File: src/sv/lpfd_pkg.sv
package lpfd_pkg;

   localparam int unsigned MAX_FRAME    = 4096;
   localparam int unsigned HEADER_BYTES = 12;
   localparam int unsigned POS_W        = 13;
   localparam int unsigned PLEN_W       = 12;
   localparam int unsigned TDATA_W      = 56;

   localparam logic [31:0] MAX_FRAME_WORD = 32'(MAX_FRAME);
   localparam logic [31:0] HEADER_WORD    = 32'(HEADER_BYTES);
   localparam logic [31:0] PLEN_MAX       = 32'((1 << PLEN_W) - 1);

   typedef struct packed {
      logic [31:0]       protocol_id;
      logic [PLEN_W-1:0] payload_length;
      logic [7:0]        data_byte;
      logic              has_byte;
      logic              last;
   } result_type;

   function automatic logic [31:0] put_byte(input logic [31:0] word,
                                            input logic [1:0]  lane,
                                            input logic [7:0]  b);
      logic [31:0] w;
      w = word;
      case (lane)
         2'd0:    w[7:0]   = b;
         2'd1:    w[15:8]  = b;
         2'd2:    w[23:16] = b;
         default: w[31:24] = b;
      endcase
      return w;
   endfunction

endpackage

File: src/sv/lpfd_parser.sv
module lpfd_parser (
   input  logic                   clock,
   input  logic                   reset,
   input  logic                   accept,
   input  logic [7:0]             rx_byte,
   input  logic                   end_of_read,
   output logic                   result_valid,
   output lpfd_pkg::result_type   result
);

   logic [lpfd_pkg::POS_W-1:0] pos_ff, pos_in;
   logic [31:0]                len_ff, len_in;
   logic [31:0]                seq_ff, seq_in;
   logic [31:0]                proto_ff, proto_in;
   logic [31:0]                last_num_ff, last_num_in;
   logic                       accepted_ff, accepted_in;
   logic                       discard_ff, discard_in;

   logic [lpfd_pkg::POS_W-1:0] pos_next;
   logic [lpfd_pkg::POS_W:0]   pos_plus;
   logic [31:0]                plen;
   logic                       fin;

   assign pos_plus = {1'b0, pos_ff} + 1'b1;
   assign pos_next = pos_plus[lpfd_pkg::POS_W-1:0];
   assign fin      = 32'(pos_plus) >= len_ff;

   always_comb begin
      plen = len_ff - lpfd_pkg::HEADER_WORD;
      if (plen > lpfd_pkg::PLEN_MAX) begin
         plen = lpfd_pkg::PLEN_MAX;
      end
   end

   always_comb begin
      pos_in       = pos_ff;
      len_in       = len_ff;
      seq_in       = seq_ff;
      proto_in     = proto_ff;
      last_num_in  = last_num_ff;
      accepted_in  = accepted_ff;
      discard_in   = discard_ff;
      result_valid = 1'b0;
      result.protocol_id    = proto_ff;
      result.payload_length = plen[lpfd_pkg::PLEN_W-1:0];
      result.data_byte      = rx_byte;
      result.has_byte       = 1'b1;
      result.last           = fin;
      if (discard_ff) begin
         if (end_of_read) begin
            discard_in = 1'b0;
            pos_in     = '0;
         end
      end else if (pos_ff < 13'd4) begin
         len_in = lpfd_pkg::put_byte(len_ff, pos_ff[1:0], rx_byte);
         pos_in = pos_next;
         if (pos_ff == 13'd3 &&
             (len_in > lpfd_pkg::MAX_FRAME_WORD || len_in < lpfd_pkg::HEADER_WORD)) begin
            pos_in     = '0;
            discard_in = !end_of_read;
         end
      end else if (pos_ff < 13'd8) begin
         seq_in = lpfd_pkg::put_byte(seq_ff, pos_ff[1:0], rx_byte);
         pos_in = pos_next;
         if (pos_ff == 13'd7) begin
            accepted_in = seq_in > last_num_ff;
            if (seq_in > last_num_ff) begin
               last_num_in = seq_in;
            end
         end
      end else if (pos_ff < 13'(lpfd_pkg::HEADER_BYTES)) begin
         proto_in = lpfd_pkg::put_byte(proto_ff, pos_ff[1:0], rx_byte);
         pos_in   = pos_next;
         if (pos_ff == 13'(lpfd_pkg::HEADER_BYTES - 1) && len_ff == lpfd_pkg::HEADER_WORD) begin
            pos_in                = '0;
            result_valid          = accepted_ff;
            result.protocol_id    = proto_in;
            result.data_byte      = '0;
            result.has_byte       = 1'b0;
            result.last           = 1'b1;
         end
      end else begin
         pos_in       = fin ? '0 : pos_next;
         result_valid = accepted_ff;
      end
      result_valid = result_valid & accept;
   end

   always_ff @(posedge clock) begin
      if (reset) begin
         pos_ff      <= '0;
         len_ff      <= '0;
         seq_ff      <= '0;
         proto_ff    <= '0;
         last_num_ff <= '0;
         accepted_ff <= 1'b0;
         discard_ff  <= 1'b0;
      end else if (accept) begin
         pos_ff      <= pos_in;
         len_ff      <= len_in;
         seq_ff      <= seq_in;
         proto_ff    <= proto_in;
         last_num_ff <= last_num_in;
         accepted_ff <= accepted_in;
         discard_ff  <= discard_in;
      end
   end

endmodule

File: src/sv/lpfd_out_stage.sv
module lpfd_out_stage (
   input  logic                              clock,
   input  logic                              reset,
   input  logic                              load,
   input  logic                              result_valid,
   input  lpfd_pkg::result_type              result,
   output logic                              space,
   output logic                              rsp_tvalid,
   input  logic                              rsp_tready,
   output logic [lpfd_pkg::TDATA_W-1:0]      rsp_tdata,
   output logic                              rsp_tuser,
   output logic                              rsp_tlast
);

   logic                 valid_ff, valid_in;
   lpfd_pkg::result_type data_ff;

   assign space = !valid_ff || rsp_tready;

   always_comb begin
      valid_in = valid_ff && !rsp_tready;
      if (load) begin
         valid_in = result_valid;
      end
   end

   always_ff @(posedge clock) begin
      if (reset) begin
         valid_ff <= 1'b0;
      end else begin
         valid_ff <= valid_in;
      end
   end

   always_ff @(posedge clock) begin
      if (load && result_valid) begin
         data_ff <= result;
      end
   end

   assign rsp_tvalid = valid_ff;
   assign rsp_tdata  = {4'b0, data_ff.data_byte, data_ff.payload_length, data_ff.protocol_id};
   assign rsp_tuser  = data_ff.has_byte;
   assign rsp_tlast  = data_ff.last;

endmodule

File: src/sv/length_prefixed_frame_deframer.sv
// Length-prefixed frame deframer.
// Request channel (req_): one received byte per request in tdata, tlast set
// on the final byte of a receive chunk. Each frame opens with three
// little-endian 32-bit words: total length, sequence number, protocol id.
// Response channel (rsp_): one response per payload byte of an accepted
// frame, carrying protocol id, payload length and the byte; tuser is set
// when the byte is present (clear for the single response of an empty
// payload) and tlast marks the final response of the frame. Frames with a
// bad length drop the rest of the chunk; frames with a stale sequence
// number are dropped without response.
// A response is registered and appears on rsp_ in the cycle after its
// request is taken. Throughput: one request per cycle unless rsp_ stalls,
// set by the parse step between frame state and response registers.
// Reset clears all frame state and the last accepted sequence number.
// While a response waits with rsp_tready low, req_tready falls and
// requests are held off; a taken response frees the register in the same
// cycle, so a new request is accepted alongside it.
module length_prefixed_frame_deframer (
   input  logic                          clock,
   input  logic                          reset,
   input  logic                          req_tvalid,
   output logic                          req_tready,
   input  logic [7:0]                    req_tdata,  // rx_byte
   input  logic                          req_tlast,
   output logic                          rsp_tvalid,
   input  logic                          rsp_tready,
   output logic [lpfd_pkg::TDATA_W-1:0]  rsp_tdata,  // protocol_id, payload_length, data_byte
   output logic                          rsp_tuser,  // has_byte
   output logic                          rsp_tlast
);

   logic                 accept;
   logic                 space;
   logic                 result_valid;
   lpfd_pkg::result_type result;

   assign req_tready = space;
   assign accept     = req_tvalid && space;

   lpfd_parser u_parser (
      .clock        (clock),
      .reset        (reset),
      .accept       (accept),
      .rx_byte      (req_tdata),
      .end_of_read  (req_tlast),
      .result_valid (result_valid),
      .result       (result)
   );

   lpfd_out_stage u_out (
      .clock        (clock),
      .reset        (reset),
      .load         (accept),
      .result_valid (result_valid),
      .result       (result),
      .space        (space),
      .rsp_tvalid   (rsp_tvalid),
      .rsp_tready   (rsp_tready),
      .rsp_tdata    (rsp_tdata),
      .rsp_tuser    (rsp_tuser),
      .rsp_tlast    (rsp_tlast)
   );

endmodule

File: config.mk
export PLATFORM = sky130hd
export DESIGN_NAME = length_prefixed_frame_deframer
export DESIGN_NICKNAME = d
export VERILOG_FILES = /design/src/sv/lpfd_pkg.sv /design/src/sv/lpfd_parser.sv /design/src/sv/lpfd_out_stage.sv /design/src/sv/length_prefixed_frame_deframer.sv
export SDC_FILE = /design/constraint.sdc
export NUM_CORES = 1
export LEC_CHECK = 0
export BUFFER_PORTS_ARGS = -buffer_cell sky130_fd_sc_hd__buf_2
export CORE_UTILIZATION = 42
export CTS_CLUSTER_DIAMETER = 40
export CTS_CLUSTER_SIZE = 24
export DETAILED_ROUTE_END_ITERATION = 16
export PLACE_DENSITY = 0.6
export SYNTH_ARGS = -nofsm -noshare
export SYNTH_HDL_FRONTEND = slang
export SYNTH_SLANG_ARGS = --single-unit
File: constraint.sdc
create_clock -name clock -period 9.6 [get_ports clock]
set_input_delay 1.92 -clock clock [delete_from_list [all_inputs] [get_ports clock]]
set_output_delay 1.92 -clock clock [all_outputs]
set_load 0.005 [all_outputs]
; ---- Yosys cells after proc, flatten, opt, wreduce, memory -nomap -nowiden
; Index checks and enable logic that the tools add are counted.
[word_totals]
reg_bits = 198
inputBits = 13
elab_cells = 114
[op_classes]
n_addsub = 2
n_lt_le_gt_ge = 8
n_eq_ne = 7
muxes = 60
bitwise = 5
reduce_logical = 19
[op_table]
columns = operator, count
row1 = 8-bit two-way mux, 32
row2 = 32-bit two-way mux, 5
row3 = 13-bit two-way mux, 8
row4 = 10-bit two-way mux, 5
row5 = 32-bit by 4-bit == test with 1-bit output (second input constant), 1
row6 = 14-bit by 32-bit greater-or-equal comparator with 1-bit output, 1
row7 = 32-bit by 12-bit > comparator with 1-bit output (second input constant), 1
row8 = 32-bit by 13-bit > comparator with 1-bit output (second input constant), 1
row9 = 32-bit > comparator, 1
row10 = 32-bit by 4-bit less-than comparator with 1-bit output (second input constant), 1
row11 = 32-bit by 4-bit subtractor with 32-bit output (second input constant), 1
row12 = 13-bit by 4-bit less-than comparator with 1-bit output (second input constant), 2
row13 = 13-bit by 1-bit adder with 14-bit output (second input constant), 1
row14 = 13-bit by 2-bit == test with 1-bit output (second input constant), 1
row15 = 13-bit by 3-bit == test with 1-bit output (second input constant), 1
row16 = 13-bit by 4-bit == test with 1-bit output (second input constant), 1
row17 = 13-bit by 3-bit less-than comparator with 1-bit output (second input constant), 1
row18 = 1-bit two-way mux, 10
row19 = 5-bit AND reduction, 2
row20 = 6-bit AND reduction, 1
row21 = 1-bit logical AND, 5
row22 = 1-bit NOT, 4
row23 = 4-bit AND reduction, 1
row24 = 4-bit OR reduction, 1
row25 = 10 further kinds, 13

; ---- Depth between registers and ports, before layout
[logic_depth]
ltp_word = 11
depth_mapped = 14
ltp_nobuf = 12

; ---- By module
; Synthesis repeated with hierarchy kept, for this count alone.
[unflattened]
hier_cells = 1024
hier_area_um2 = 9804.4
[by_module_without_submodules]
columns = mod, n_inst, cells_each, area_each_um2
row1 = lpfd_parser, 1, 959, 8082.8
row2 = lpfd_out_stage, 1, 64, 1715.4
row3 = length_prefixed_frame_deframer, 1, 1, 6.3

; ---- Least setup slack after synthesis
; Ideal clock, no wire load.
[synth_timing]
kind = in2reg
from = in req_tdata[7]
to = reg u_parser.last_num_ff[0]
setup_ns = 0.086
arrival_time_ns = 4.285
required_time_ns = 9.514
slack_ns = 5.230
path_stages = 10
cell_sequence = clkbuf_1 mux2_2 ha_1 and4_1 and2_0 a22o_1 o41ai_4 clkbuf_1 a211oi_1 a211oi_1
[synth_via]
elab_chain_len = 6
word_cells_on_any_way = 18
cone_classes = order compare (1) / mux (16) / reduce/logical (1)
[synth_lines]
columns = element, line
row1 = from (decl), length_prefixed_frame_deframer.sv:23  ; input logic [7:0] req_tdata,
row2 = 8-bit two-way mux, lpfd_pkg.sv:26  ; case (lane)
row3 = 8-bit two-way mux, lpfd_parser.sv:62  ; end else if (pos_ff < 13'd8) begin
row4 = 8-bit two-way mux, lpfd_parser.sv:54  ; end else if (pos_ff < 13'd4) begin
row5 = 8-bit two-way mux, lpfd_parser.sv:49  ; if (discard_ff) begin
row6 = 32-bit > comparator (*), lpfd_parser.sv:67  ; if (seq_in > last_num_ff) begin
row7 = 6-bit AND reduction (no line) (*), --
row8 = to (signal assigned), lpfd_parser.sv:103  ; last_num_ff <= last_num_in;
row9 = to (decl), lpfd_parser.sv:15  ; logic [31:0] last_num_ff, last_num_in;
; Mark *: on every way between the ends. The rest lies on a longest branch, timed or not. The select of a mux whose other input is x is not followed.
; A chain may end at the register's enable or synchronous reset.

; ---- Final worst setup path
[layout_timing]
from = in req_tdata[1]
to = reg u_parser.last_num_ff[8]
; The elaborated chain is that of the path after synthesis.

==> metrics.md <==
| Metric | Value |
|---|---|
| Post-CTS sizing | 0 |
| Diode count | 0 |
| Worst-Margin Slew | 1.080 ns |
| Core Box Area | 23470 um^2 |
| Synth warn | 0 |
| Share of cells above drive strength 1 | 0.1746 |
| Routed WL | 23.60 mm |
| Clock skew | 0.01860 ns |
| Final setup vio count | 0 |
| Clock sink count | 198 |
| CP Capture Type | flop |
| Total die area | 24610 um^2 |
| Yosys reg bits | 198 |
| Routed via count | 7672 |
| Area grow syn2layout | 11.35% |
| Max FO, Critical Path | 33 |
| Root Buffer | clkbuf_16 |
| Syn Area/Cell | 9.530 um^2 |
| Global Route Usage Sum | 0.1991 |
| Worst Hold Class | reg2reg |
| EDFF count, synth | 54 |
| Grt ovf | 0 |
| Largest net degree at the start of global routing | 70 |
| CTS clk-pin slew, worst paths | 0.08 ns |
| Nets@finish | 1146 |
| Clk Latency, worst-skew pair | 0.45 ns |
| Commonest non-fill, non-tap cell in the layout | dfxtp_1 |
| Buffers on Ports | 68 |
| Max_cap viols | 0 |
| Min Tclk post-route | 4.974 ns |
| Post-synthesis sequential area ratio | 0.4471 |
| Async set or reset register ratio after synthesis | 0 |
| Outcome | complete, no violations |
| Row count | 56 |
| CTS tree | done |
| DR DRC count | 0 |
| Global placer's final weighted congestion | 0.8589 |
| Prevailing post-synth register cell | dfxtp_1 |
| CTS hold repair buffers | 0 |
| Setup TNS | 0 ns |
| Drt pass-1 iters | 5 |
| Min Hold Slack | 0.4555 ns |
| Die Wd | 156.9 um |
| Max-slew violation count | 0 |
| Commonest cells after routing, fill and taps aside | dfxtp_1, nand2_1, a21oi_1 |
| Synth unique cells | 73 |
| Worst Setup Start Kind | input port |
| Initial antenna violation count | 0 |
| DRT antenna net count | 0 |
| LEAKAGE | 0.003963 uW |
| Die H | 156.9 um |
| Routed len/inst | 16.70 um |
| Synth Cell Area | 10070 um^2 |
| WP data arrival | 5.27 ns |
| Via-to-Cell Ratio | 5.430 |
| Worst EP required | 9.89 ns |
| I/O pins | 73 |
| Tcrit/Tclk final | 0.5181 |
| Fin. Hold Viols | 0 |
| Drt initial violations | 449 |
| Starting Density | 0.4292 |
| HPWL Detailed | 15.17 mm |
| RSZ-0062 raised after global routing | false |
| Achievable frequency | 201.0 MHz |
| IR drop worst, VDD | 0.0001059 V |
| Critical path type | in2reg |
| Slew Limit Headroom | 0.2799 |
| Post-CTS Setup Repair Bufs | 0 |
| Clock buffer depth | 2 |
| First-pass GRT wire length | 38.36 mm |
| H-Tree Depth | 4 |
| PD cells | 164.2 nW/um^2 |
| CTS buffer count | 17 |
| Cells after Synth | 1057 |
| Vias in the first global route | 7129 |
cells by family after synthesis:
logic type,count (synthesis),synth area share
buffers and inverters,137,0.05974
AOI/OAI and AO/OA,215,0.1431
xor gates and xnor gates,16,0.01391
muxes,88,0.09713
and+or+nand+nor,350,0.1740
adders and majority gates,52,0.06459
other,1,0.0003723
DFF,198,0.4471
state kept, by name (all words and copies together) (netlist names):
signal / cells
u_parser.proto_ff: 32
u_parser.accepted_ff: 1
u_parser.discard_ff: 1
u_out.rsp_tuser: 1
u_parser.pos_ff: 13
u_out.rsp_tvalid: 1
u_out.rsp_tdata: 52
u_parser.seq_ff: 32
u_parser.last_num_ff: 32
u_out.rsp_tlast: 1
u_parser.len_ff: 32
stage by stage:
stage / worst slack, ns / power [uW] / std cells / utilization / cell area (um^2)
5_1_grt: 4.410 / 1910 / 1413 / 0.4779 / 11220
3_3_place_gp: 4.255 / 1104 / 1381 / 0.4506 / 10580
2_1_floorplan: 5.230 / 1050 / 1060 / - / 10080
6_report: 4.626 / 1841 / 1413 / 0.4779 / 11220
4_1_cts: 4.632 / 1855 / 1413 / 0.4779 / 11220
3_5_place_dp: 4.167 / 1105 / 1381 / 0.4506 / 10580
final cells by class:
cell class              count  area, um^2
well taps                 319       399.1
fillers                  2217       12260
inverters                  57       214.0
clock inverters            15       215.2
repair buffers             82       447.9
multi-input cells         725        5011
flip-flops and latches    198        4504
clock buffers              17       425.4
routing by layer:
| layer | wire length (um) | share of wire | track usage |
|---|---|---|---|
| met4 | 333 | 0.014 | 0.05182 |
| met5 | 0 | 0 | 0 |
| met3 | 880 | 0.037 | 0.03046 |
| met2 | 10820 | 0.46 | 0.3175 |
| met1 | 11560 | 0.49 | 0.2792 |
cells in the mapped netlist (3+ instances only):
library cell,n,area (um^2)
a211oi_1,70,525.5
a21oi_1,88,440.4
a32o_1,8,80.08
and2_1,11,68.82
and3_1,3,18.77
and4_1,4,35.03
buf_1,3,11.26
buf_2,10,50.05
buf_4,8,60.06
buf_6,6,67.56
clkbuf_1,53,198.9
dfxtp_1,144,2883
edfxtp_1,54,1622
ha_1,52,650.6
inv_1,57,214.0
mux2_2,46,518.0
mux2_4,8,120.1
mux2i_1,34,340.3
nand2_1,130,488.0
nand2b_1,4,25.02
nand3_1,84,420.4
nand4_1,9,56.30
nand4b_1,3,26.28
nor2_1,53,198.9
nor3_1,9,45.04
nor4_1,11,68.82
nor4_2,4,50.05
o21ai_0,17,85.08
o31ai_1,5,37.54
xnor2_1,11,96.34
xor2_1,5,43.79
worst max-delay path, stage by stage:
cell and delay [ns]:
buf_2 0.44, mux2_2 0.30, ha_1 0.24, and4_1 0.21, and2_0 0.15, a22o_1 0.23, o41ai_4 0.84, buf_4 0.37
a21o_4 0.40, a211oi_1 0.15
power breakdown:
group	total [uW]	leakage (uW)	internal, uW	switching [uW]
logic	216	0.00205	70.9	145
registers	871	0.00161	860	10.7
clock network	755	0.000307	364	390
path summary, 6_finish.rpt:
check                             from  cells past startpoint  slack [ns]                       to
hold reg to reg   u_parser.proto_ff[8]                      2        0.46     u_parser.proto_ff[8]
setup reg to reg    u_parser.pos_ff[0]                     11        4.98  u_parser.last_num_ff[8]
setup / recovery          req_tdata[1]                     10        4.63  u_parser.last_num_ff[8]
hold / removal    u_parser.proto_ff[8]                      2        0.46     u_parser.proto_ff[8]
Power figures use the tool's default switching activity.
